### src/rtl/lfcs_pkg.sv
// Package for the line field and character selector.
// Holds the item types, configuration register indexes and shared constants.
// Used by every module of the block; depends on nothing.
`default_nettype none

package lfcs_pkg;

  localparam int POS_W       = 10;
  localparam int CFG_INDEX_W = 4;
  localparam int CFG_DATA_W  = 10;
  localparam int QUEUE_DEPTH = 4;

  localparam logic [POS_W-1:0] POS_MAX     = 10'd1023;
  localparam logic [7:0]       NEWLINE     = 8'h0A;
  localparam logic [7:0]       NUL_BYTE    = 8'h00;
  localparam logic [7:0]       DELIM_RESET = 8'h09;

  localparam logic [CFG_INDEX_W-1:0] REG_SELECT_CHARACTERS = 4'd0;
  localparam logic [CFG_INDEX_W-1:0] REG_DELIMITER         = 4'd1;
  localparam logic [CFG_INDEX_W-1:0] REG_RANGE_A_LOW       = 4'd2;
  localparam logic [CFG_INDEX_W-1:0] REG_RANGE_A_HIGH      = 4'd3;
  localparam logic [CFG_INDEX_W-1:0] REG_RANGE_B_LOW       = 4'd4;
  localparam logic [CFG_INDEX_W-1:0] REG_RANGE_B_HIGH      = 4'd5;
  localparam logic [CFG_INDEX_W-1:0] REG_RANGE_C_LOW       = 4'd6;
  localparam logic [CFG_INDEX_W-1:0] REG_RANGE_C_HIGH      = 4'd7;

  typedef struct packed {
    logic       kind;
    logic [7:0] text_byte;
  } in_item_t;

  typedef struct packed {
    logic [63:0] packed_bytes;
    logic [3:0]  byte_count;
    logic        last;
  } out_item_t;

  // Fixed part of a command from the front to the back.
  typedef struct packed {
    logic       wr;
    logic [7:0] wr_byte;
    logic       lit_valid;
    logic [7:0] lit_byte;
    logic       newline;
  } cmd_ctl_t;

  function automatic logic range_hit(input logic [POS_W-1:0] pos,
                                     input logic [POS_W-1:0] lo,
                                     input logic [POS_W-1:0] hi);
    return (lo != '0) && (pos >= lo) && (pos <= hi);
  endfunction

endpackage

`default_nettype wire

### src/rtl/lfcs_queue.sv
// Short first-in first-out queue between the front and the back.
// Depth comes from lfcs_pkg; the entry width is a parameter.
`default_nettype none

module lfcs_queue
  import lfcs_pkg::*;
#(
  parameter int WIDTH = 32
) (
  input  wire logic             clk,
  input  wire logic             rst,
  input  wire logic             push,
  input  wire logic [WIDTH-1:0] push_data,
  input  wire logic             pop,
  output logic                  full,
  output logic                  head_valid,
  output logic [WIDTH-1:0]      head_data
);

  localparam int PW = $clog2(QUEUE_DEPTH);

  logic [WIDTH-1:0] slots [QUEUE_DEPTH];
  logic [PW-1:0]    wp;
  logic [PW-1:0]    rp;
  logic [PW:0]      count;

  assign full       = (count == (PW+1)'(QUEUE_DEPTH));
  assign head_valid = (count != '0);
  assign head_data  = slots[rp];

  always_ff @(posedge clk) begin
    if (rst) begin
      wp    <= '0;
      rp    <= '0;
      count <= '0;
    end else begin
      if (push) begin
        wp <= wp + PW'(1);
      end
      if (pop) begin
        rp <= rp + PW'(1);
      end
      unique case ({push, pop})
        2'b10:   count <= count + (PW+1)'(1);
        2'b01:   count <= count - (PW+1)'(1);
        default: count <= count;
      endcase
    end
  end

  always_ff @(posedge clk) begin
    if (push) begin
      slots[wp] <= push_data;
    end
  end

`ifndef SYNTHESIS
  a_no_overflow: assert property (@(posedge clk) disable iff (rst) full |-> !push)
    else $error("queue written while full");
  a_no_underflow: assert property (@(posedge clk) disable iff (rst) !head_valid |-> !pop)
    else $error("queue read while empty");
  a_count_pointers: assert property (@(posedge clk) disable iff (rst)
    (PW'(count) == PW'(wp - rp)))
    else $error("queue count disagrees with pointers");
`endif

endmodule

`default_nettype wire

### config.mk
export PLATFORM = sky130hd
export DESIGN_NAME = lfcs_queue
export DESIGN_NICKNAME = d
export VERILOG_FILES = /design/src/rtl/lfcs_pkg.sv /design/src/rtl/lfcs_queue.sv
export SDC_FILE = /design/constraint.sdc
export NUM_CORES = 1
export LEC_CHECK = 0
export BUFFER_PORTS_ARGS = -buffer_cell sky130_fd_sc_hd__buf_4
export CAP_MARGIN = 20
export CORE_ASPECT_RATIO = 0.8
export CORE_MARGIN = 2
export CORE_UTILIZATION = 46
export DETAILED_ROUTE_END_ITERATION = 8
export HOLD_SLACK_MARGIN = 0.12
export PLACE_DENSITY_LB_ADDON = 0.1
export SYNTH_ARGS = -nofsm -noshare
export SYNTH_HDL_FRONTEND = slang
export SYNTH_SLANG_ARGS = --single-unit
### constraint.sdc
create_clock -name clk -period 1.88 [get_ports clk]
set_input_delay 0.282 -clock clk [delete_from_list [all_inputs] [get_ports clk]]
set_output_delay 0.282 -clock clk [all_outputs]
set_load 0.05 [all_outputs]
==> run metrics <==
status=complete, but fails checks; antenna-violating nets left=0; R2R depth=3; cell area after synthesis=5080 um^2; Final Cycle Share=1.06; crit path DAT=between 1.5 and 2 ns; Post-Syn Instances=210; Chip Width=122 um; failing checks=setup timing; synthesis-to-finish area growth=35.2%; Final GP Congestion=0.727; first-pass GRT wire length=13900 um; sequential-to-total area share from yosys stat=0.791; Worst R2R Start=wp[0]$_SDFFE_PP0P_; vias per cell=4.93; Clock Tree Buf Depth=2; Setup CP Type=reg2out; First DRT Iteration DRCs=136; clock slew at reported path FFs=0.05 ns; CP Data Required Time=1.60 ns; HP Class=in2reg; Die H=98.0 um; Tot Pwr=8000 uW; Routed met3 length=413 um; Skew-Pair Late Insertion Delay=~0.40 ns; highest metal used=met4; final hold vios=0; Max stage delay cell, worst path=mux4_2; Syn Nets=252; fin nets=roughly 380; root buffer cell=clkbuf_16; Syn Area/Cell=24.2 um^2; CTS Buf Count=17; reg2reg end=slots[2][30]$_DFFE_PP_; IO Port Bufs=69; CP endpoint kind=primary output; post-DP HPWL=4980 um; Die Area=11900 um^2; Netlist cell types=21; unrepaired setup endpoints after global routing=true; Cell Chain, Critical Path=buf_12 -> mux4_2 -> buf_6; Max Cap Violations=0; share of cells above drive strength 1=0.409; H-Tree Depth=4; worst hold path depth=3; CTS tree=yes; initial core utilization=0.471; R2R Setup Slk=about 0.22 ns; WL/cell=17.4 um; Final Max Tran Viols=0; Worst-Margin Slew=approximately 0.84 ns; Lkg Pwr=roughly 0.0024 uW; Max Clk Rate=501 MHz; final wirelength=8560 um; Row Count=34; post-synthesis register bit count=137; PwrDens=1160 nW/um^2; worst-path fanout max=8; final worst slack=-0.118 ns; Final Setup Violations=32; hold endpoint=wp[0]$_SDFFE_PP0P_; vias in the first global route=2660; # diodes=0; Worst Hold Launch=push; first-pass iteration count of the detailed router=4; M1 wire length=just under 4000 um; largest net degree at the start of global routing=33; dpl ws=0.142 ns; synth warn=0; minimum clock period=2.00 ns; Total Routing Usage GR=0.160; CP Launch Type=register; Worst VDD drop=0.00100 V; slew margin rel.=0.438; Core Area=10800 um^2; routed vias=2420; Fin Clk Skew=~0.0045 ns; met2 WL post-DR=4170 um; IO Pins=70; clock sink total=137; DRC Markers=0; max incr delay on CP=about 0.53 ns; initial antenna violation count=0; grt ovf=0
cell type report:
cell class	instances	area (um^2)
inverters	3	11.3
well taps	144	180
multi-input cells	62	957
fillers	781	3930
repair buffers	113	1120
flip-flops and latches	137	4030
clock inverters	9	124
clock buffers	23	448
cell families after synthesis:
kind of cell	synth area share
and+or+nand+nor	0.0148
xor gates and xnor gates	0.00861
buffers and inverters	0.0199
adders and majority gates	0.0162
muxes	0.147
AOI/OAI and AO/OA	0.00197
DFF	0.791
layer usage:
metal | GRT usage | vias to the layer above
met5 | 0 | -
met4 | 0.0637 | 0
met3 | 0.0496 | 8
met2 | 0.242 | 64
met1 | 0.220 | 1226
li1 | - | 1122
worst max path at each step:
stage / to / slack, ns / cells after the start
floorplan: full / 0.10 / 1
global placement: head_data[10] / 0.17 / 3
detailed placement: count[2]$_SDFFE_PP0P_ / 0.14 / 7
CTS: head_data[2] / -0.16 / 3
global route: head_data[2] / -0.20 / 3
finish: head_data[2] / -0.12 / 3
Yosys cell counts:
cell	number	share of area
ha_1	5	0.012
mux4_1	2	0.010
nand2_1	1	0.00074
nor3b_1	1	0.0015
xnor2_1	3	0.0052
buf_12	3	0.012
inv_1	3	0.0022
or3_1	2	0.0025
mux4_2	30	0.13
clkbuf_1	1	0.00074
nor2_1	7	0.0052
a21oi_1	1	0.00098
buf_6	1	0.0022
and2_1	4	0.0049
fa_1	1	0.0039
o21ai_0	1	0.00098
dfxtp_1	9	0.035
mux2i_1	2	0.0039
xor2_1	2	0.0034
buf_2	3	0.0030
edfxtp_1	128	0.76
state kept, by name, indices dropped and copies added (netlist names), named ones only:
signal,count
count,3
wp,2
slots,128
rp,2
report_power, final:
| part | internal, uW | switching [uW] | leakage (uW) |
|---|---|---|---|
| Sequential | 3500 | 56.4 | 0.00125 |
| Clock | 2070 | 1100 | 0.000274 |
| Combinational | 543 | 723 | 0.000885 |
| Total | 6120 | 1880 | 0.00241 |
through the flow:
| step | instances | TNS, ns | hold slack, ns | instance area [um^2] | util |
|---|---|---|---|---|---|
| final | 491 | -2.94 | 0.176 | 6870 | 0.636 |
| after CTS | 491 | -4.00 | 0.161 | 6870 | 0.636 |
| after floorplan | 210 | 0 | 0.381 | 5080 | - |
| after detailed placement | 422 | 0 | 0.487 | 5800 | 0.537 |
| after global routing | 491 | -5.24 | 0.179 | 6870 | 0.636 |
| after global placement | 422 | 0 | 0.476 | 5800 | 0.537 |
critical path: cells and delay by family, from the launching register on:
family                 cells  cell delay [ns]
buffers and inverters      2             0.34
DFF                        1             0.44
muxes                      1             0.53
placed cells by master (no fill, tap or decap):
cell type and count:
edfxtp_1 128, buf_4 42, dlygate4sd3_1 33, buf_6 33, mux4_2 32, clkbuf_16 17
nor2_1 7, dfxtp_1 7, clkbuf_1 6, ha_1 5, and2_2 4, buf_12 4
inv_1 3, xnor2_1 3, bufinv_16 3, or3_1 2, xor2_1 2, mux2i_1 2
clkinv_2 2, clkinv_1 2, nor3b_1 1, nand2_1 1, o21ai_0 1, a21oi_1 1
fa_1 1, dfxtp_4 1, dfxtp_2 1, clkinv_4 1, clkinvlp_4 1, buf_16 1
repair_timing:
item | 4_1_cts | 5_1_grt
setup endpoints to repair | 32 | 32
hold buffers | 33 | 0
gates cloned | 1 | 0
buffers inserted | 3 | 0
hold endpoints to repair | 137 | 0
resized for setup | 37 | 0
(Power assumes the default switching activity.)
