$ cat src/rtl/lfcs_pkg.sv
// Package for the line field and character selector.
// Holds the item types, configuration register indexes and shared constants.
// Used by every module of the block; depends on nothing.
`default_nettype none

package lfcs_pkg;

  localparam int POS_W       = 10;
  localparam int CFG_INDEX_W = 4;
  localparam int CFG_DATA_W  = 10;
  localparam int QUEUE_DEPTH = 4;

  localparam logic [POS_W-1:0] POS_MAX     = 10'd1023;
  localparam logic [7:0]       NEWLINE     = 8'h0A;
  localparam logic [7:0]       NUL_BYTE    = 8'h00;
  localparam logic [7:0]       DELIM_RESET = 8'h09;

  localparam logic [CFG_INDEX_W-1:0] REG_SELECT_CHARACTERS = 4'd0;
  localparam logic [CFG_INDEX_W-1:0] REG_DELIMITER         = 4'd1;
  localparam logic [CFG_INDEX_W-1:0] REG_RANGE_A_LOW       = 4'd2;
  localparam logic [CFG_INDEX_W-1:0] REG_RANGE_A_HIGH      = 4'd3;
  localparam logic [CFG_INDEX_W-1:0] REG_RANGE_B_LOW       = 4'd4;
  localparam logic [CFG_INDEX_W-1:0] REG_RANGE_B_HIGH      = 4'd5;
  localparam logic [CFG_INDEX_W-1:0] REG_RANGE_C_LOW       = 4'd6;
  localparam logic [CFG_INDEX_W-1:0] REG_RANGE_C_HIGH      = 4'd7;

  typedef struct packed {
    logic       kind;
    logic [7:0] text_byte;
  } in_item_t;

  typedef struct packed {
    logic [63:0] packed_bytes;
    logic [3:0]  byte_count;
    logic        last;
  } out_item_t;

  // Fixed part of a command from the front to the back.
  typedef struct packed {
    logic       wr;
    logic [7:0] wr_byte;
    logic       lit_valid;
    logic [7:0] lit_byte;
    logic       newline;
  } cmd_ctl_t;

  function automatic logic range_hit(input logic [POS_W-1:0] pos,
                                     input logic [POS_W-1:0] lo,
                                     input logic [POS_W-1:0] hi);
    return (lo != '0) && (pos >= lo) && (pos <= hi);
  endfunction

endpackage

`default_nettype wire

$ cat src/rtl/lfcs_back.sv
// Back of the selector: first-field store, byte sequencer and eight-byte packer.
// Carries out commands from the queue and drives the result register; uses lfcs_pkg.
`default_nettype none

module lfcs_back
  import lfcs_pkg::*;
#(
  parameter int LINE_BYTES = 512
) (
  input  wire logic                      clk,
  input  wire logic                      rst,
  input  wire logic                      q_valid,
  input  wire cmd_ctl_t                  q_ctl,
  input  wire logic [$clog2(LINE_BYTES)-1:0] q_waddr,
  input  wire logic [$clog2(LINE_BYTES)-1:0] q_flush_len,
  output logic                           pop,
  output logic                           out_valid,
  input  wire logic                      out_stall,
  output out_item_t                      out_data
);

  localparam int AW = $clog2(LINE_BYTES);

  logic [7:0] store [LINE_BYTES];

  logic          adv;
  logic          cur_valid;
  logic [AW-1:0] cur_left;
  logic [AW-1:0] cur_addr;
  logic          cur_lit_v;
  logic [7:0]    cur_lit;
  logic          cur_nl;

  logic          h_present;
  logic [AW-1:0] h_left;
  logic [AW-1:0] h_addr;
  logic          h_lit_v;
  logic [7:0]    h_lit;
  logic          h_nl;

  logic          tok_valid;
  logic          tok_mem;
  logic [7:0]    tok_lit;
  logic          tok_end;
  logic [AW-1:0] rem_left;
  logic [AW-1:0] rem_addr;
  logic          rem_lit_v;
  logic          rem_nl;
  logic          rem_keep;
  logic          we;

  logic          s2_valid;
  logic          s2_mem;
  logic [7:0]    s2_lit;
  logic          s2_end;
  logic [7:0]    rdata;
  logic [7:0]    s2_byte;

  logic [63:0]   acc;
  logic [2:0]    acc_cnt;
  logic [63:0]   word;
  logic          emit;

  logic [63:0]   out_bytes;
  logic [3:0]    out_cnt;
  logic          out_last;

  assign adv       = !out_valid || !out_stall;
  assign h_present = cur_valid || q_valid;
  assign h_left    = cur_valid ? cur_left : q_flush_len;
  assign h_addr    = cur_valid ? cur_addr : '0;
  assign h_lit_v   = cur_valid ? cur_lit_v : q_ctl.lit_valid;
  assign h_lit     = cur_valid ? cur_lit : q_ctl.lit_byte;
  assign h_nl      = cur_valid ? cur_nl : q_ctl.newline;
  assign pop       = adv && !cur_valid && q_valid;
  assign we        = pop && q_ctl.wr;

  always_comb begin
    tok_valid = 1'b0;
    tok_mem   = 1'b0;
    tok_lit   = h_lit;
    tok_end   = 1'b0;
    rem_left  = h_left;
    rem_addr  = h_addr;
    rem_lit_v = h_lit_v;
    rem_nl    = h_nl;
    if (h_present) begin
      if (h_left != '0) begin
        tok_valid = 1'b1;
        tok_mem   = 1'b1;
        tok_end   = (h_left == AW'(1)) && !h_lit_v && !h_nl;
        rem_left  = h_left - AW'(1);
        rem_addr  = h_addr + AW'(1);
      end else if (h_lit_v) begin
        tok_valid = 1'b1;
        tok_end   = !h_nl;
        rem_lit_v = 1'b0;
      end else if (h_nl) begin
        tok_valid = 1'b1;
        tok_lit   = NEWLINE;
        tok_end   = 1'b1;
        rem_nl    = 1'b0;
      end
    end
    rem_keep = h_present && ((rem_left != '0) || rem_lit_v || rem_nl);
  end

  always_ff @(posedge clk) begin
    if (we) begin
      store[q_waddr] <= q_ctl.wr_byte;
    end
    if (adv) begin
      rdata <= (we && (q_waddr == h_addr)) ? q_ctl.wr_byte : store[h_addr];
    end
  end

  assign s2_byte = s2_mem ? rdata : s2_lit;
  assign emit    = (acc_cnt == 3'd7) || s2_end;

  always_comb begin
    for (int j = 0; j < 8; j++) begin
      if (3'(j) < acc_cnt) begin
        word[j*8 +: 8] = acc[j*8 +: 8];
      end else if (3'(j) == acc_cnt) begin
        word[j*8 +: 8] = s2_byte;
      end else begin
        word[j*8 +: 8] = 8'h00;
      end
    end
  end

  always_ff @(posedge clk) begin
    if (rst) begin
      cur_valid <= 1'b0;
      s2_valid  <= 1'b0;
      out_valid <= 1'b0;
      acc_cnt   <= '0;
    end else if (adv) begin
      cur_valid <= rem_keep;
      s2_valid  <= tok_valid;
      if (s2_valid) begin
        out_valid <= emit;
        acc_cnt   <= emit ? 3'd0 : acc_cnt + 3'd1;
      end else begin
        out_valid <= 1'b0;
      end
    end
  end

  always_ff @(posedge clk) begin
    if (adv) begin
      cur_left  <= rem_left;
      cur_addr  <= rem_addr;
      cur_lit_v <= rem_lit_v;
      cur_lit   <= h_lit;
      cur_nl    <= rem_nl;
      s2_mem    <= tok_mem;
      s2_lit    <= tok_lit;
      s2_end    <= tok_end;
      acc       <= word;
      out_bytes <= word;
      out_cnt   <= {1'b0, acc_cnt} + 4'd1;
      out_last  <= s2_end;
    end
  end

  assign out_data.packed_bytes = out_bytes;
  assign out_data.byte_count   = out_cnt;
  assign out_data.last         = out_last;

endmodule

`default_nettype wire

$ cat config.mk
export PLATFORM = sky130hd
export DESIGN_NAME = lfcs_back
export DESIGN_NICKNAME = d
export VERILOG_FILES = /design/src/rtl/lfcs_pkg.sv /design/src/rtl/lfcs_back.sv
export SDC_FILE = /design/constraint.sdc
export NUM_CORES = 2
export LEC_CHECK = 0
export ABC_AREA = 0
export BUFFER_PORTS_ARGS = -buffer_cell sky130_fd_sc_hd__buf_2
export CAP_MARGIN = 10
export CORE_MARGIN = 4
export CORE_UTILIZATION = 39
export DETAILED_ROUTE_END_ITERATION = 10
export HOLD_SLACK_MARGIN = 0.1
export SYNTH_ARGS = -nofsm -noshare
export SYNTH_HDL_FRONTEND = slang
export SYNTH_SLANG_ARGS = --single-unit
export TNS_END_PERCENT = 20
$ cat constraint.sdc
create_clock -name clk -period 5.3 [get_ports clk]
set_input_delay 0.265 -clock clk [delete_from_list [all_inputs] [get_ports clk]]
set_output_delay 0.265 -clock clk [all_outputs]
set_load 0.1 [all_outputs]
==> results.py <==
metrics = {
    "outcome": {
        "outcome": "finished clean",
    },
    "layout": {
        "fraction_of_final_layout_cells_with_drive_strength_greater_than_1_pct": 15.97,
        "fillerInstances": 36350,
        "post_layout_nonfiller_instances": 16310,
        "multiInputGateArea_sq_um": 37130,
        "area_growth_syn_to_layout_pct": 13.70,
        "post_route_standard_cell_area_excluding_fillers_sq_um": 189600,
        "layout.area.seq_sq_um": 126600,
        "layout.core_utilization_pct": 44.63,
        "final_nets": 10330,
    },
    "timing": {
        "post_route_clock_skew_ps": 73.91,
        "period_share_pct": 94.48,
        "final-max-slew-violation-count": 0,
        "fin_setup_tns_ps": 0,
        "fmax_ghz": 0.1997,
        "slew_headroom_pct": 5.085,
        "setup_violations": 0,
        "timing_hold_violations_final": 0,
        "tightest_slew_ps": 1415,
        "grt_setup_unrepaired": "no",
        "post-route-min-period_ps": 5007,
    },
    "worst_setup_path": {
        "rr_worst_depth": 13,
        "critPathMaxStageDelay_ps": 850,
        "cp_num_cells": 13,
        "cp_data_arrival_time_ps": 5730,
        "worstSetupStartpoint": "cur_addr[1]$_DFFE_PN_",
        "worst_r2r_startpoint": "cur_addr[1]$_DFFE_PN_",
        "timing.critical_path.max_delay_family": "buffers and inverters",
        "worst_setup_path_end_kind": "flip-flop",
        "worstSetupEndpoint": "rdata[2]$_DFFE_PN_",
        "crit_path_kind": "flip-flop to flip-flop",
        "startpoint_type": "flip-flop",
        "worst-r2r-setup-slack_ps": 290,
        "slowest_stage": "sky130_fd_sc_hd__o311ai_0",
        "worstReg2RegEnd": "rdata[2]$_DFFE_PN_",
        "critPathBufInv": 6,
        "crit_top_cell": "sky130_fd_sc_hd__buf_4",
        "critPathRequiredTime_ps": 6020,
        "worst-path-max-fanout": 92,
        "cell_breakdown_of_the_critical_path": "buf_4 > inv_8 > buf_4 > nor2_1 > a21oi_1 > a211oi_1 > o311ai_0 > buf_4 > o21ai_0 > buf_4 > nor4_2 > buf_4 > a211oi_1",
    },
    "synth": {
        "netlist_area_sq_um": 166800,
        "synth_sequential_area_ratio_pct": 75.89,
        "dominantRegCellSynth": "sky130_fd_sc_hd__edfxtp_1",
        "number_of_flops_mapped_to_enable_cells_by_yosys": 4211,
        "synthesized_instance_count": 9999,
        "synth_area_leaders": "sky130_fd_sc_hd__edfxtp_1 76%, sky130_fd_sc_hd__mux4_2 4.3%, sky130_fd_sc_hd__mux2i_1 3.9%",
        "synth_seq_cells": 4217,
        "synth.avg_cell_area_sq_um": 16.68,
        "synth_top_area_cell": "sky130_fd_sc_hd__edfxtp_1",
        "synth_nets": 10050,
        "postSynth.asyncResetShare_pct": 0,
        "synth_top_cell_area_share_pct": 75.82,
        "synth-warning-count": 0,
        "synth.lib_cells_used.distinct": 76,
    },
    "grt": {
        "largest_net_degree_at_the_start_of_global_routing": 194,
        "grt_usage_pct": 24.07,
        "globalRouteOverflowTotal": 0,
        "vias_in_the_first_global_route": 96030,
        "antenna_violations_before_repair": 34,
        "global_route_wire_length_before_repair_mm": 753.3,
    },
    "drt": {
        "via_per_inst": 6.132,
        "wl_mm": 542.8,
        "antenna_left": 0,
        "drtPass1Iterations": 6,
        "route.vias.total": 99990,
        "detailedRoute.firstIterationViolations": 15600,
        "routedWlPerCell_um": 33.28,
        "detail_route.drc_violations": 0,
    },
    "floorplanning": {
        "placeableCoreArea_sq_um": 424900,
        "dieArea_sq_um": 438200,
        "die_h_um": 661.9,
        "initial_utilization_pct": 39.25,
        "die_width_um": 661.9,
        "fp-row-count": 239,
        "io-pin-count": 112,
    },
    "clocking": {
        "postCtsSetupBuffers": 0,
        "clk_pin_slew_ps": 70,
        "ctsRootBufferMaster": "sky130_fd_sc_hd__clkbuf_16",
        "cts_tree": "done",
        "clock_buffer_count_from_cts": 417,
        "h_tree_levels": 5,
        "ctsLongestPathBuffers": 4,
        "clock_latency_ps": 990,
        "clkSinkCount": 4217,
    },
    "run": {
        "maxCapViolCount": 0,
    },
    "power": {
        "power_uw": 70450,
        "power_leakage_uw": 0.05986,
        "ir_worst_vdd_uv": 293.2,
        "total_power_per_unit_cell_area_nw_per_um2": 371.5,
    },
    "placed_design": {
        "placedCellCount": 15470,
        "hpwlAfterDp_mm": 329.9,
        "place_congestion": 0.9511,
        "post_dp_cell_area_sq_um": 175800,
        "buffer_ports.inserted": 111,
    },
    "hold_path": {
        "worstHoldPathType": "primary input to flip-flop",
    },
}
[Yosys cell counts, types with 146 or more instances]
library cell,count
sky130_fd_sc_hd__clkbuf_1,349
sky130_fd_sc_hd__o221ai_1,165
sky130_fd_sc_hd__mux2i_1,652
sky130_fd_sc_hd__nand2_1,697
sky130_fd_sc_hd__nor2_1,826
sky130_fd_sc_hd__mux4_2,322
sky130_fd_sc_hd__o21ai_0,376
sky130_fd_sc_hd__buf_2,212
sky130_fd_sc_hd__a221oi_1,146
sky130_fd_sc_hd__mux2_2,188
sky130_fd_sc_hd__a21oi_1,623
sky130_fd_sc_hd__edfxtp_1,4211
[worst min path at each step]
stage | start | end | slack, ps | cells past startpoint
floorplan | rst | acc_cnt[1]$_SDFFE_PP0P_ | 330 | 1
global placement | s2_end$_SDFFCE_PP0N_ | out_last$_DFFE_PN_ | 490 | 0
detailed placement | s2_end$_SDFFCE_PP0N_ | out_last$_DFFE_PN_ | 510 | 0
CTS | q_ctl[8] | cur_lit[7]$_DFFE_PN_ | 100 | 3
global route | q_ctl[8] | cur_lit[7]$_DFFE_PN_ | 160 | 3
finish | q_ctl[1] | cur_lit[0]$_DFFE_PN_ | 180 | 3
[timing repair]
item | in CTS | in global routing
endpoints found under the setup margin | 0 | 1
hold buffers | 41 | 0
resized for setup | 0 | 1
hold endpoints to repair | 875 | 0
[cell families (layout without fill, tap and decap cells)]
group	count (synthesis)	in the layout	share of synthesized area [%]
DFF	4217	4217	75.89
AOI/OAI and AO/OA	1959	1959	7.673
buffers and inverters	743	1370	2.047
muxes	1162	1162	9.531
other	0	18	0
and+or+nand+nor	1896	1896	4.718
xor gates and xnor gates	13	13	0.06827
adders and majority gates	9	9	0.06752
[sequential cells by signal (all words and copies together) (netlist names)]
register	count
store	4096
out_bytes	64
cur_addr	9
cur_left	9
cur_lit	8
rdata	8
s2_lit	8
out_cnt	4
acc_cnt	3
cur_lit_v	1
cur_nl	1
cur_valid	1
out_last	1
out_valid	1
s2_end	1
s2_mem	1
s2_valid	1
[routing by layer]
layer / track usage, % / part of all wire (%)
met1: 32.81 / 38
met2: 36.56 / 45
met3: 6.021 / 12
met4: 10.70 / 5.2
met5: 0 / 0.027
[power by group]
| group | switching [uW] | internal (uW) | leakage, uW |
|---|---|---|---|
| sequential | 51.0 | 36800 | 0.0382 |
| combinational | 3180 | 1340 | 0.0152 |
| clock | 12800 | 16300 | 0.00649 |
| total | 16000 | 54400 | 0.0599 |
[cell type report]
class | instances | area share [%]
Inverter | 19 | 0.05344
Clock inverter | 257 | 1.268
Timing Repair Buffer | 582 | 2.829
Tap cell | 5663 | 3.737
Sequential cell | 4217 | 66.75
Antenna cell | 18 | 0.02375
Clock buffer | 512 | 5.758
Multi-Input combinational cell | 5039 | 19.58
[cell usage in the layout, fill, tap and decap left out, types with 26 or more instances in the layout]
cell type	count
sky130_fd_sc_hd__edfxtp_1	4211
sky130_fd_sc_hd__nor2_1	817
sky130_fd_sc_hd__nand2_1	680
sky130_fd_sc_hd__mux2i_1	652
sky130_fd_sc_hd__a21oi_1	623
sky130_fd_sc_hd__clkbuf_16	423
sky130_fd_sc_hd__o21ai_0	372
sky130_fd_sc_hd__buf_4	336
sky130_fd_sc_hd__mux4_2	322
sky130_fd_sc_hd__mux2_2	188
sky130_fd_sc_hd__o221ai_1	165
sky130_fd_sc_hd__a221oi_1	146
sky130_fd_sc_hd__a211oi_1	140
sky130_fd_sc_hd__nor3_1	112
sky130_fd_sc_hd__clkinv_1	106
sky130_fd_sc_hd__buf_2	105
sky130_fd_sc_hd__clkbuf_1	89
sky130_fd_sc_hd__buf_12	87
sky130_fd_sc_hd__a22oi_1	82
sky130_fd_sc_hd__clkinv_2	80
sky130_fd_sc_hd__nand3_1	79
sky130_fd_sc_hd__a31oi_1	76
sky130_fd_sc_hd__nor2b_1	57
sky130_fd_sc_hd__o22ai_1	53
sky130_fd_sc_hd__o211ai_1	52
sky130_fd_sc_hd__a311oi_1	43
sky130_fd_sc_hd__dlygate4sd3_1	41
sky130_fd_sc_hd__bufinv_16	34
sky130_fd_sc_hd__a221o_1	31
sky130_fd_sc_hd__a32oi_1	26
[per-stage QoR]
step	worst slack [ps]	hold WS [ps]
2_1_floorplan	255.4	334.1
3_3_place_gp	-2.974	489.6
3_5_place_dp	437.1	505.2
4_1_cts	328.9	103.0
5_1_grt	271.8	163.1
6_report	292.6	181.7
[worst register-to-register path: cells and delay by family (launching register included)]
| family | cells | cell delay [ps] |
|---|---|---|
| AOI/OAI and AO/OA | 5 | 1370 |
| buffers and inverters | 6 | 2190 |
| and+or+nand+nor | 2 | 690 |
| DFF | 1 | 480 |
Note: power is estimated with default switching activity, not from simulation.
