## src/rtl/lfcs_pkg.sv

```systemverilog
// Package for the line field and character selector.
// Holds the item types, configuration register indexes and shared constants.
// Used by every module of the block; depends on nothing.
`default_nettype none

package lfcs_pkg;

  localparam int POS_W       = 10;
  localparam int CFG_INDEX_W = 4;
  localparam int CFG_DATA_W  = 10;
  localparam int QUEUE_DEPTH = 4;

  localparam logic [POS_W-1:0] POS_MAX     = 10'd1023;
  localparam logic [7:0]       NEWLINE     = 8'h0A;
  localparam logic [7:0]       NUL_BYTE    = 8'h00;
  localparam logic [7:0]       DELIM_RESET = 8'h09;

  localparam logic [CFG_INDEX_W-1:0] REG_SELECT_CHARACTERS = 4'd0;
  localparam logic [CFG_INDEX_W-1:0] REG_DELIMITER         = 4'd1;
  localparam logic [CFG_INDEX_W-1:0] REG_RANGE_A_LOW       = 4'd2;
  localparam logic [CFG_INDEX_W-1:0] REG_RANGE_A_HIGH      = 4'd3;
  localparam logic [CFG_INDEX_W-1:0] REG_RANGE_B_LOW       = 4'd4;
  localparam logic [CFG_INDEX_W-1:0] REG_RANGE_B_HIGH      = 4'd5;
  localparam logic [CFG_INDEX_W-1:0] REG_RANGE_C_LOW       = 4'd6;
  localparam logic [CFG_INDEX_W-1:0] REG_RANGE_C_HIGH      = 4'd7;

  typedef struct packed {
    logic       kind;
    logic [7:0] text_byte;
  } in_item_t;

  typedef struct packed {
    logic [63:0] packed_bytes;
    logic [3:0]  byte_count;
    logic        last;
  } out_item_t;

  // Fixed part of a command from the front to the back.
  typedef struct packed {
    logic       wr;
    logic [7:0] wr_byte;
    logic       lit_valid;
    logic [7:0] lit_byte;
    logic       newline;
  } cmd_ctl_t;

  function automatic logic range_hit(input logic [POS_W-1:0] pos,
                                     input logic [POS_W-1:0] lo,
                                     input logic [POS_W-1:0] hi);
    return (lo != '0) && (pos >= lo) && (pos <= hi);
  endfunction

endpackage

`default_nettype wire

```

## src/rtl/lfcs_front.sv

```systemverilog
// Front of the selector: configuration registers, line state and selection.
// Turns each accepted byte into at most one command for the back; uses lfcs_pkg.
`default_nettype none

module lfcs_front
  import lfcs_pkg::*;
#(
  parameter int LINE_BYTES  = 512,
  parameter int RANGE_COUNT = 3
) (
  input  wire logic                          clk,
  input  wire logic                          rst,
  input  wire logic                          cfg_valid,
  input  wire logic [CFG_INDEX_W-1:0]        cfg_index,
  input  wire logic [CFG_DATA_W-1:0]         cfg_data,
  input  wire logic                          in_valid,
  input  wire in_item_t                      in_data,
  output logic                               in_stall,
  input  wire logic                          q_full,
  output logic                               push,
  output cmd_ctl_t                           cmd_ctl,
  output logic [$clog2(LINE_BYTES)-1:0]      cmd_waddr,
  output logic [$clog2(LINE_BYTES)-1:0]      cmd_flush_len
);

  localparam int AW = $clog2(LINE_BYTES);
  localparam logic [AW-1:0] SPLIT_AT = AW'(LINE_BYTES - 1);

  logic             sel_chars;
  logic [7:0]       delim;
  logic [POS_W-1:0] rlo [RANGE_COUNT];
  logic [POS_W-1:0] rhi [RANGE_COUNT];

  logic [POS_W-1:0] pos;
  logic [AW-1:0]    lbc;
  logic [AW-1:0]    ffl;
  logic             dseen;
  logic             nothing_emitted;
  logic             line_open;
  logic             nul_seen;

  logic [POS_W-1:0] pos_next;
  logic [AW-1:0]    lbc_next;
  logic [AW-1:0]    ffl_next;
  logic             dseen_next;
  logic             nothing_emitted_next;
  logic             line_open_next;
  logic             nul_seen_next;

  logic [POS_W-1:0] pos_inc;
  logic [POS_W-1:0] pos_inc2;
  logic             sel_one;
  logic             sel_p1;
  logic             sel_p2;
  logic             accept;
  logic             has_cmd;

  always_ff @(posedge clk) begin
    if (rst) begin
      sel_chars <= 1'b0;
      delim     <= DELIM_RESET;
    end else if (cfg_valid) begin
      if (cfg_index == REG_SELECT_CHARACTERS) begin
        sel_chars <= cfg_data[0];
      end
      if (cfg_index == REG_DELIMITER) begin
        delim <= cfg_data[7:0];
      end
    end
  end

  for (genvar g = 0; g < RANGE_COUNT; g++) begin : g_range
    localparam logic [CFG_INDEX_W-1:0] LO_IDX = REG_RANGE_A_LOW + CFG_INDEX_W'(2 * g);
    localparam logic [CFG_INDEX_W-1:0] HI_IDX = REG_RANGE_A_HIGH + CFG_INDEX_W'(2 * g);
    always_ff @(posedge clk) begin
      if (rst) begin
        rlo[g] <= (g == 0) ? POS_W'(1) : '0;
        rhi[g] <= (g == 0) ? POS_MAX : '0;
      end else if (cfg_valid) begin
        if (cfg_index == LO_IDX) begin
          rlo[g] <= cfg_data;
        end
        if (cfg_index == HI_IDX) begin
          rhi[g] <= cfg_data;
        end
      end
    end
  end

  assign pos_inc  = (pos == POS_MAX) ? pos : pos + POS_W'(1);
  assign pos_inc2 = (pos_inc == POS_MAX) ? pos_inc : pos_inc + POS_W'(1);

  always_comb begin
    sel_one = 1'b0;
    sel_p1  = 1'b0;
    sel_p2  = 1'b0;
    for (int i = 0; i < RANGE_COUNT; i++) begin
      sel_one = sel_one | range_hit(POS_W'(1), rlo[i], rhi[i]);
      sel_p1  = sel_p1 | range_hit(pos_inc, rlo[i], rhi[i]);
      sel_p2  = sel_p2 | range_hit(pos_inc2, rlo[i], rhi[i]);
    end
  end

  always_comb begin
    logic finish;
    logic ne;
    pos_next             = pos;
    lbc_next             = lbc;
    ffl_next             = ffl;
    dseen_next           = dseen;
    nothing_emitted_next = nothing_emitted;
    line_open_next       = line_open;
    nul_seen_next        = nul_seen;
    cmd_ctl              = '0;
    cmd_waddr            = '0;
    cmd_flush_len        = '0;
    finish               = 1'b0;
    ne                   = nothing_emitted;
    if (in_data.kind) begin
      finish = line_open;
    end else if (in_data.text_byte == NEWLINE) begin
      finish = 1'b1;
    end else begin
      line_open_next = 1'b1;
      lbc_next       = lbc + AW'(1);
      if (!nul_seen) begin
        if (in_data.text_byte == NUL_BYTE) begin
          nul_seen_next = 1'b1;
        end else if (sel_chars) begin
          pos_next = pos_inc;
          if (sel_p1) begin
            cmd_ctl.lit_valid = 1'b1;
            cmd_ctl.lit_byte  = in_data.text_byte;
          end
        end else if (in_data.text_byte == delim) begin
          if (!dseen && sel_one) begin
            cmd_flush_len = ffl;
            ne            = 1'b0;
          end
          dseen_next = 1'b1;
          pos_next   = pos_inc;
          if (sel_p2) begin
            if (!ne) begin
              cmd_ctl.lit_valid = 1'b1;
              cmd_ctl.lit_byte  = delim;
            end
            ne = 1'b0;
          end
          nothing_emitted_next = ne;
        end else if (!dseen) begin
          cmd_ctl.wr      = 1'b1;
          cmd_ctl.wr_byte = in_data.text_byte;
          cmd_waddr       = ffl;
          ffl_next        = ffl + AW'(1);
        end else if (sel_p1) begin
          cmd_ctl.lit_valid = 1'b1;
          cmd_ctl.lit_byte  = in_data.text_byte;
        end
      end
      if (lbc_next == SPLIT_AT) begin
        finish = 1'b1;
      end
    end
    if (finish) begin
      if (!sel_chars && !dseen_next) begin
        cmd_flush_len = ffl_next;
      end
      cmd_ctl.newline      = 1'b1;
      pos_next             = '0;
      lbc_next             = '0;
      ffl_next             = '0;
      dseen_next           = 1'b0;
      nothing_emitted_next = 1'b1;
      line_open_next       = 1'b0;
      nul_seen_next        = 1'b0;
    end
  end

  assign in_stall = q_full;
  assign accept   = in_valid && !q_full;
  assign has_cmd  = cmd_ctl.wr || cmd_ctl.lit_valid || cmd_ctl.newline || (cmd_flush_len != '0);
  assign push     = accept && has_cmd;

  always_ff @(posedge clk) begin
    if (rst) begin
      pos             <= '0;
      lbc             <= '0;
      ffl             <= '0;
      dseen           <= 1'b0;
      nothing_emitted <= 1'b1;
      line_open       <= 1'b0;
      nul_seen        <= 1'b0;
    end else if (accept) begin
      pos             <= pos_next;
      lbc             <= lbc_next;
      ffl             <= ffl_next;
      dseen           <= dseen_next;
      nothing_emitted <= nothing_emitted_next;
      line_open       <= line_open_next;
      nul_seen        <= nul_seen_next;
    end
  end

`ifndef SYNTHESIS
  a_line_split: assert property (@(posedge clk) disable iff (rst) lbc < SPLIT_AT)
    else $error("line byte count passed the split point");
  a_first_field_fits: assert property (@(posedge clk) disable iff (rst) ffl <= lbc)
    else $error("first field longer than the line");
  a_closed_line_clear: assert property (@(posedge clk) disable iff (rst)
    !line_open |-> (lbc == '0 && ffl == '0 && pos == '0 && !dseen && !nul_seen))
    else $error("line state left behind after line end");
`endif

endmodule

`default_nettype wire

```

## config.mk

```make
export PLATFORM = sky130hd
export DESIGN_NAME = lfcs_front
export DESIGN_NICKNAME = d
export VERILOG_FILES = /design/src/rtl/lfcs_pkg.sv /design/src/rtl/lfcs_front.sv
export SDC_FILE = /design/constraint.sdc
export NUM_CORES = 1
export LEC_CHECK = 0
export ABC_AREA = 0
export BUFFER_PORTS_ARGS = -buffer_cell sky130_fd_sc_hd__clkbuf_2
export CORE_AREA = 8 8 143 145
export CTS_CLUSTER_DIAMETER = 30
export CTS_CLUSTER_SIZE = 16
export DETAILED_ROUTE_END_ITERATION = 8
export DIE_AREA = 0 0 151 153
export GPL_ROUTABILITY_DRIVEN = 0
export PLACE_DENSITY_LB_ADDON = 0.12
export SLEW_MARGIN = 20
export SYNTH_ARGS = -nofsm -noshare
export SYNTH_HDL_FRONTEND = slang
export SYNTH_SLANG_ARGS = --single-unit
```

## constraint.sdc

```tcl
create_clock -name clk -period 8.9 [get_ports clk]
set_clock_uncertainty 0.1 [all_clocks]
set_input_delay 0 -clock clk [delete_from_list [all_inputs] [get_ports clk]]
set_output_delay 0 -clock clk [all_outputs]
set_load 0.1 [all_outputs]
```

==> results of run 1 <==
-- worst min-delay path, cell delays in order --
cell and delay [ns]:
clkbuf_2 0.24, mux2i_1 0.11, nor2_1 0.08
-- state kept, by name, summed over array words and instances, names as in the netlist, 8 cells and up --
name,count
ffl,9
rlo,30
rhi,30
lbc,9
pos,10
delim,8
-- kinds of logic (layout without fill, tap and decap cells) --
group	count (synthesis)	count (layout)
and+or+nand+nor	355	355
AOI/OAI and AO/OA	217	217
muxes	12	12
buffers and inverters	108	187
DFF	101	101
xor gates and xnor gates	18	18
adders and majority gates	125	125
-- cell usage in the layout (no fill, tap or decap), types with 7 or more instances in the layout --
master / count
a211oi_1: 13
a21o_1: 17
a21oi_1: 63
a22oi_1: 8
a31oi_1: 10
and2_1: 67
and3_1: 7
buf_4: 12
clkbuf_16: 10
clkbuf_2: 66
dfxtp_1: 41
dlygate4sd3_1: 12
edfxtp_1: 60
ha_1: 124
inv_1: 79
mux2i_1: 11
nand2_1: 57
nand2b_1: 13
nand3_1: 27
nand4_1: 22
nor2_1: 70
nor3_1: 27
nor4_1: 10
o21a_1: 9
o21ai_0: 44
o31ai_1: 7
or3_1: 20
xnor2_1: 14
-- per-layer routing --
| metal | vias to the layer above | GRT usage (%) |
|---|---|---|
| li1 | 3599 | - |
| met2 | 205 | 30.9 |
| met5 | - | 0 |
| met4 | 0 | 5.14 |
| met3 | 14 | 2.92 |
| met1 | 3298 | 29.8 |
-- cell type report --
type	count	area share (%)
clock buffers	11	2.74
multi-input cells	727	56.2
flip-flops and latches	101	28.2
well taps	234	3.15
repair buffers	91	5.94
inverters	80	3.26
clock inverters	5	0.512
-- power by group through the flow --
stage                     clock (mW)  sequential, mW  combinational [mW]
after global routing           0.420           0.531               0.185
final                          0.396           0.529               0.168
after CTS                      0.403           0.529               0.166
after detailed placement           0           0.539               0.161
after global placement             0           0.538               0.161
after floorplan                    0           0.531               0.113
-- through the flow --
stage	setup WS (ns)	util [%]	std cells
floorplan	2.71	-	936
global placement	3.00	48.4	1220
detailed placement	2.95	48.4	1220
CTS	2.56	50.7	1248
global route	2.10	50.8	1249
finish	2.55	50.8	1249
-- repair_timing --
item | 4_1_cts | 5_1_grt
hold buffers | 12 | 0
setup endpoints to repair | 0 | 0
endpoints found under the hold margin | 38 | 0
-- path summary, 6_finish.rpt --
check	start	endpoint	slack (ns)	cells past startpoint
worst max-delay path	pos[1]	cmd_ctl[7]	2.55	20
worst min-delay path	cfg_data[5]	delim[5]	0.01	3
worst max register to register	pos[1]	nothing_emitted	3.64	19
worst min register to register	nothing_emitted	nothing_emitted	0.40	1
==> results.tsv, run 1 <==
metric	value	unit
status	completed	
# DRC	0	
GRT overflow	0	
initial DRC count	502	
Internal Pwr Total	775	uW
initial antenna violation count	0	
register area	2620	sq um
total power	1.09	mW
dpl hpwl	17.9	mm
maximum vdd drop	0.0914	mV
initial core utilization	45.2	%
Worst-Margin Slew	0.880	ns
worst hold path type	primary input to flip-flop	
Req. time, crit path	8.80	ns
mean number of vias per cell	5.70	
DIE AREA	23100	sq um
largest net degree at the start of global routing	57	
commonest cells in the synthesized netlist	124 x ha_1, 79 x inv_1, 70 x nor2_1, 67 x and2_1, 63 x a21oi_1	
CP Max Fanout	10	
Die Height	153	microns
CTS Buffer Depth	2	
synthesized instance count	936	
core area	18300	sq um
fin crit period	6.35	ns
Final #Nets	1162	
Unique masters post-synth	73	
post-synthesis async set-or-reset flop share	0	%
Post-Synthesis Cell Area	8250	sq um
Clock Sinks	101	
GRT Util Overall	20.5	%
IO Count	67	
post-synthesis xor/xnor area fraction	1.91	%
Worst-Skew Late Latency	0.35	ns
Fillers	1751	
pins over their slew limit	0	
Yosys top cell area share	21.8	%
delay-heaviest family, CP	simple AND/OR/NAND/NOR gates	
#FFs+latches synth	101	
Synth Area in Simple Gates	23.5	%
most common cell in the netlist	ha_1	
Die X	151	microns
Post-Synth Adder-Cell Area	18.9	%
synth-to-layout area growth	12.5	%
vias in the first global route	6770	
detailed-route via count	7116	
Critical Path End Type	output port	
Sw Ratio	29.1	%
LEAKAGE	4.15	nW
Compound-Gate Fraction of Synth Area	17.2	%
TritonCTS Buffers	9	
Sw Pwr	318	uW
Port Buffers	66	
Met2 Routed Length	10.3	mm
ANT cells	0	
Rows	50	
fraction of layout cells with a size suffix above 1	11.5	%
CTS tree	done	
crit-path cells	ha_1, and2_1, a41oi_1, a31oi_1, buf_4, nor4bb_1, nand2_1, nor2_1, nor2b_1, xnor2_1, ha_1, a21o_1, a221o_1, a221o_1, a211oi_1, a221oi_1, nor3_2, a22oi_1, nor2_1, clkbuf_2	
CP Launch Type	flip-flop	
Cell Pwr Density	118	nW/um^2
post-synthesis mux area share	1.61	%
syn_area_per_cell	8.82	sq um
H-tree depth	3	
sequential cell area fraction in the yosys report	31.8	%
Critical Path AT	6.25	ns
Post-Layout Inst Area	9290	sq um
Clk pwr share	36.2	%
Yosys top cell by area	edfxtp_1	
Slowest-stage cell, CP	xnor2_1	
top layer in use	met4	
Synth area leaders	edfxtp_1 22%, ha_1 19%, dfxtp_1 9.9%	
Post-CTS Resized	0	
critical path class	flip-flop to output port	
sequential share of power	48.4	%
first-pass GRT wire length	37.2	mm
Worst-path clk slew	0.08	ns
Net Count, Synth	1088	
Pre-antenna DRT Iters	5	
WP buf/inv	2	
max_slew headroom	39.7	%
Antenna Nets Post-Route	0	
RSZ-0062 raised after global routing	false	
slowest stage delay, CP	0.70	ns
Hold WS	0.0136	ns
total wire length	23.7	mm
Top FF cell, synth	edfxtp_1	
largest family of logic cells by synthesized area	simple AND/OR/NAND/NOR gates	
DR WL met3	1.12	mm
endpoints failing hold	0	
Final period util	71.4	%
Avg WL per Cell	18.9	microns
CTS Root Cell	clkbuf_16	
Placed Area	8850	sq um
multi-input logic area	5210	sq um
met1 wire length	11.9	mm
final setup vio count	0	
Yosys Warn Count	0	
max_cap viols	0	
setup_tns	0	ns
post-CTS setup buffer count	0	
combinational share of power	15.4	%
Fmax	157	MHz
number of flops mapped to enable cells by yosys	60	
Note: power is estimated with default switching activity, not from simulation.
==> inputs of run 2 (changes only) <==
Clock period 8.9 ns to 6.4 ns, I/O delays scaled along.
==> run 2 against run 1 <==
Effect of this change: setup slack worse by 2.1 ns; worst hold slack gained 0.016 ns; sequential share of layout area decreased by 0.68 points; wire length grew 2.3%; critical path depth is 1 higher; clock power rose by 40%.
==> results.tsv, run 2 (same netlist as run 1, synthesis figures left out) <==
metric	value	unit
status	completed	
Clock Sinks	101	
largest net degree at the start of global routing	57	
Post-Layout Inst Area	9510	sq um
Worst-Margin Slew	0.946	ns
Worst-path clk slew	0.07	ns
fin crit period	5.93	ns
maximum vdd drop	0.136	mV
Fmax	169	MHz
RSZ-0062 raised after global routing	false	
final setup vio count	0	
first-pass GRT wire length	38.2	mm
Clk pwr share	36.2	%
mean number of vias per cell	5.80	
Port Buffers	66	
Internal Pwr Total	1.06	mW
Final #Nets	1171	
Placed Area	9030	sq um
initial core utilization	45.2	%
fraction of layout cells with a size suffix above 1	12.2	%
Final period util	92.6	%
CP Launch Type	flip-flop	
Sw Pwr	463	uW
most frequent cells in the layout	124 x ha_1, 79 x inv_1, 70 x nor2_1, 67 x and2_1, 63 x a21oi_1	
sequential share of power	48.2	%
Regs by FF count	rhi x30, rlo x30, pos x10	
CTS tree	done	
# DRC	0	
initial antenna violation count	0	
critical path class	flip-flop to output port	
Critical Path End Type	output port	
max_slew headroom	36.4	%
CTS Buffer Depth	2	
dpl hpwl	18.2	mm
initial DRC count	562	
endpoints failing hold	0	
max_cap viols	0	
GRT overflow	0	
IO Count	67	
LEAKAGE	4.24	nW
GRT Util Overall	21.0	%
Layout Utilization	52.1	%
Rows	50	
H-tree depth	3	
setup_tns	0	ns
CTS Root Cell	clkbuf_16	
TritonCTS Buffers	9	
detailed-route via count	7300	
DIE AREA	23100	sq um
Worst-Skew Late Latency	0.36	ns
Antenna Nets Post-Route	0	
ANT cells	0	
pins over their slew limit	0	
core area	18300	sq um
Pre-antenna DRT Iters	4	
worst hold path type	primary input to flip-flop	
Cell Pwr Density	161	nW/um^2
Die X	151	microns
Sw Ratio	30.3	%
vias in the first global route	6885	
Req. time, crit path	6.30	ns
total wire length	24.2	mm
Avg WL per Cell	19.2	microns
Critical Path AT	5.83	ns
Worst R2R Setup Slack	1.08	ns
synth-to-layout area growth	15.2	%
Die Height	153	microns
combinational share of power	15.6	%
commonest non-fill, non-tap cell in the layout	ha_1	
CP Max Fanout	8	
==> run 2: cell count changes in the layout (fill, tap and decap cells not counted), sizes merged <==
cell	previous run	this run
buf	13	30
clkbuf	77	65
clkinvlp	0	1
dlygate4sd3	12	14
inv	83	84
==> run 2: what timing repair did <==
| action | CTS | global route |
|---|---|---|
| endpoints found under the hold margin | 52 | 0 |
| gates resized for setup | 0 | 1 |
| setup endpoints to repair | 0 | 10 |
| setup buffers | 0 | 2 |
| hold buffers | 14 | 0 |
==> run 2: power groups by stage <==
stage	sequential [mW]	clock, mW	combinational (mW)
after floorplan	0.738	0	0.157
after global placement	0.749	0	0.227
after detailed placement	0.750	0	0.227
after CTS	0.735	0.563	0.235
after global routing	0.739	0.584	0.262
final	0.736	0.553	0.238
==> run 2: metal layers <==
layer  global-route usage, %  vias to the layer above  share of wire (%)
met5                       0                        -                  0
met4                    6.27                        0                1.6
met3                    3.54                       30                5.3
met2                    30.7                      211                 43
met1                    30.7                     3446                 50
li1                        -                     3613                  -
==> run 2: stage by stage <==
step | total power [mW] | std cells | hold WS [ns] | worst slack (ns)
2_1_floorplan | 0.896 | 936 | 0.0251 | 0.214
3_3_place_gp | 0.977 | 1225 | 0.266 | 0.758
3_5_place_dp | 0.978 | 1225 | 0.278 | 0.656
4_1_cts | 1.53 | 1255 | 0.0124 | 0.215
5_1_grt | 1.58 | 1258 | 0.0654 | 0.0212
6_report | 1.53 | 1258 | 0.0291 | 0.471
==> run 2: final cells by class <==
cell class | count | area [sq um]
inverter | 80 | 303
sequential | 101 | 2620
multi-input combinational | 727 | 5220
clock buffer | 9 | 225
clock inverter | 7 | 75.1
fill | 1717 | 8750
tap | 234 | 293
timing repair buffer | 100 | 774
==> run 2: final timing paths <==
path                startpoint              end  cells past startpoint
setup reg to reg        pos[1]  nothing_emitted                     19
hold reg to reg         lbc[5]           lbc[5]                      2
setup / recovery        pos[1]             push                     21
hold / removal    cfg_index[2]        rlo[0][0]                      4
==> run 2: worst max-delay path, stage by stage, from the launching register on <==
cell,delay (ns)
dfxtp_1,0.41
ha_1,0.24
and2_1,0.24
nand3_1,0.15
nor2_1,0.18
nor2_1,0.10
xor2_1,0.14
buf_4,0.21
and3_1,0.26
nor2b_1,0.22
nand2_1,0.10
xnor2_1,0.74
ha_1,0.42
a211oi_1,0.21
o211ai_1,0.12
a221o_1,0.30
a221oi_1,0.68
nor3_4,0.06
buf_4,0.16
o21ai_2,0.17
a31oi_1,0.15
buf_12,0.20
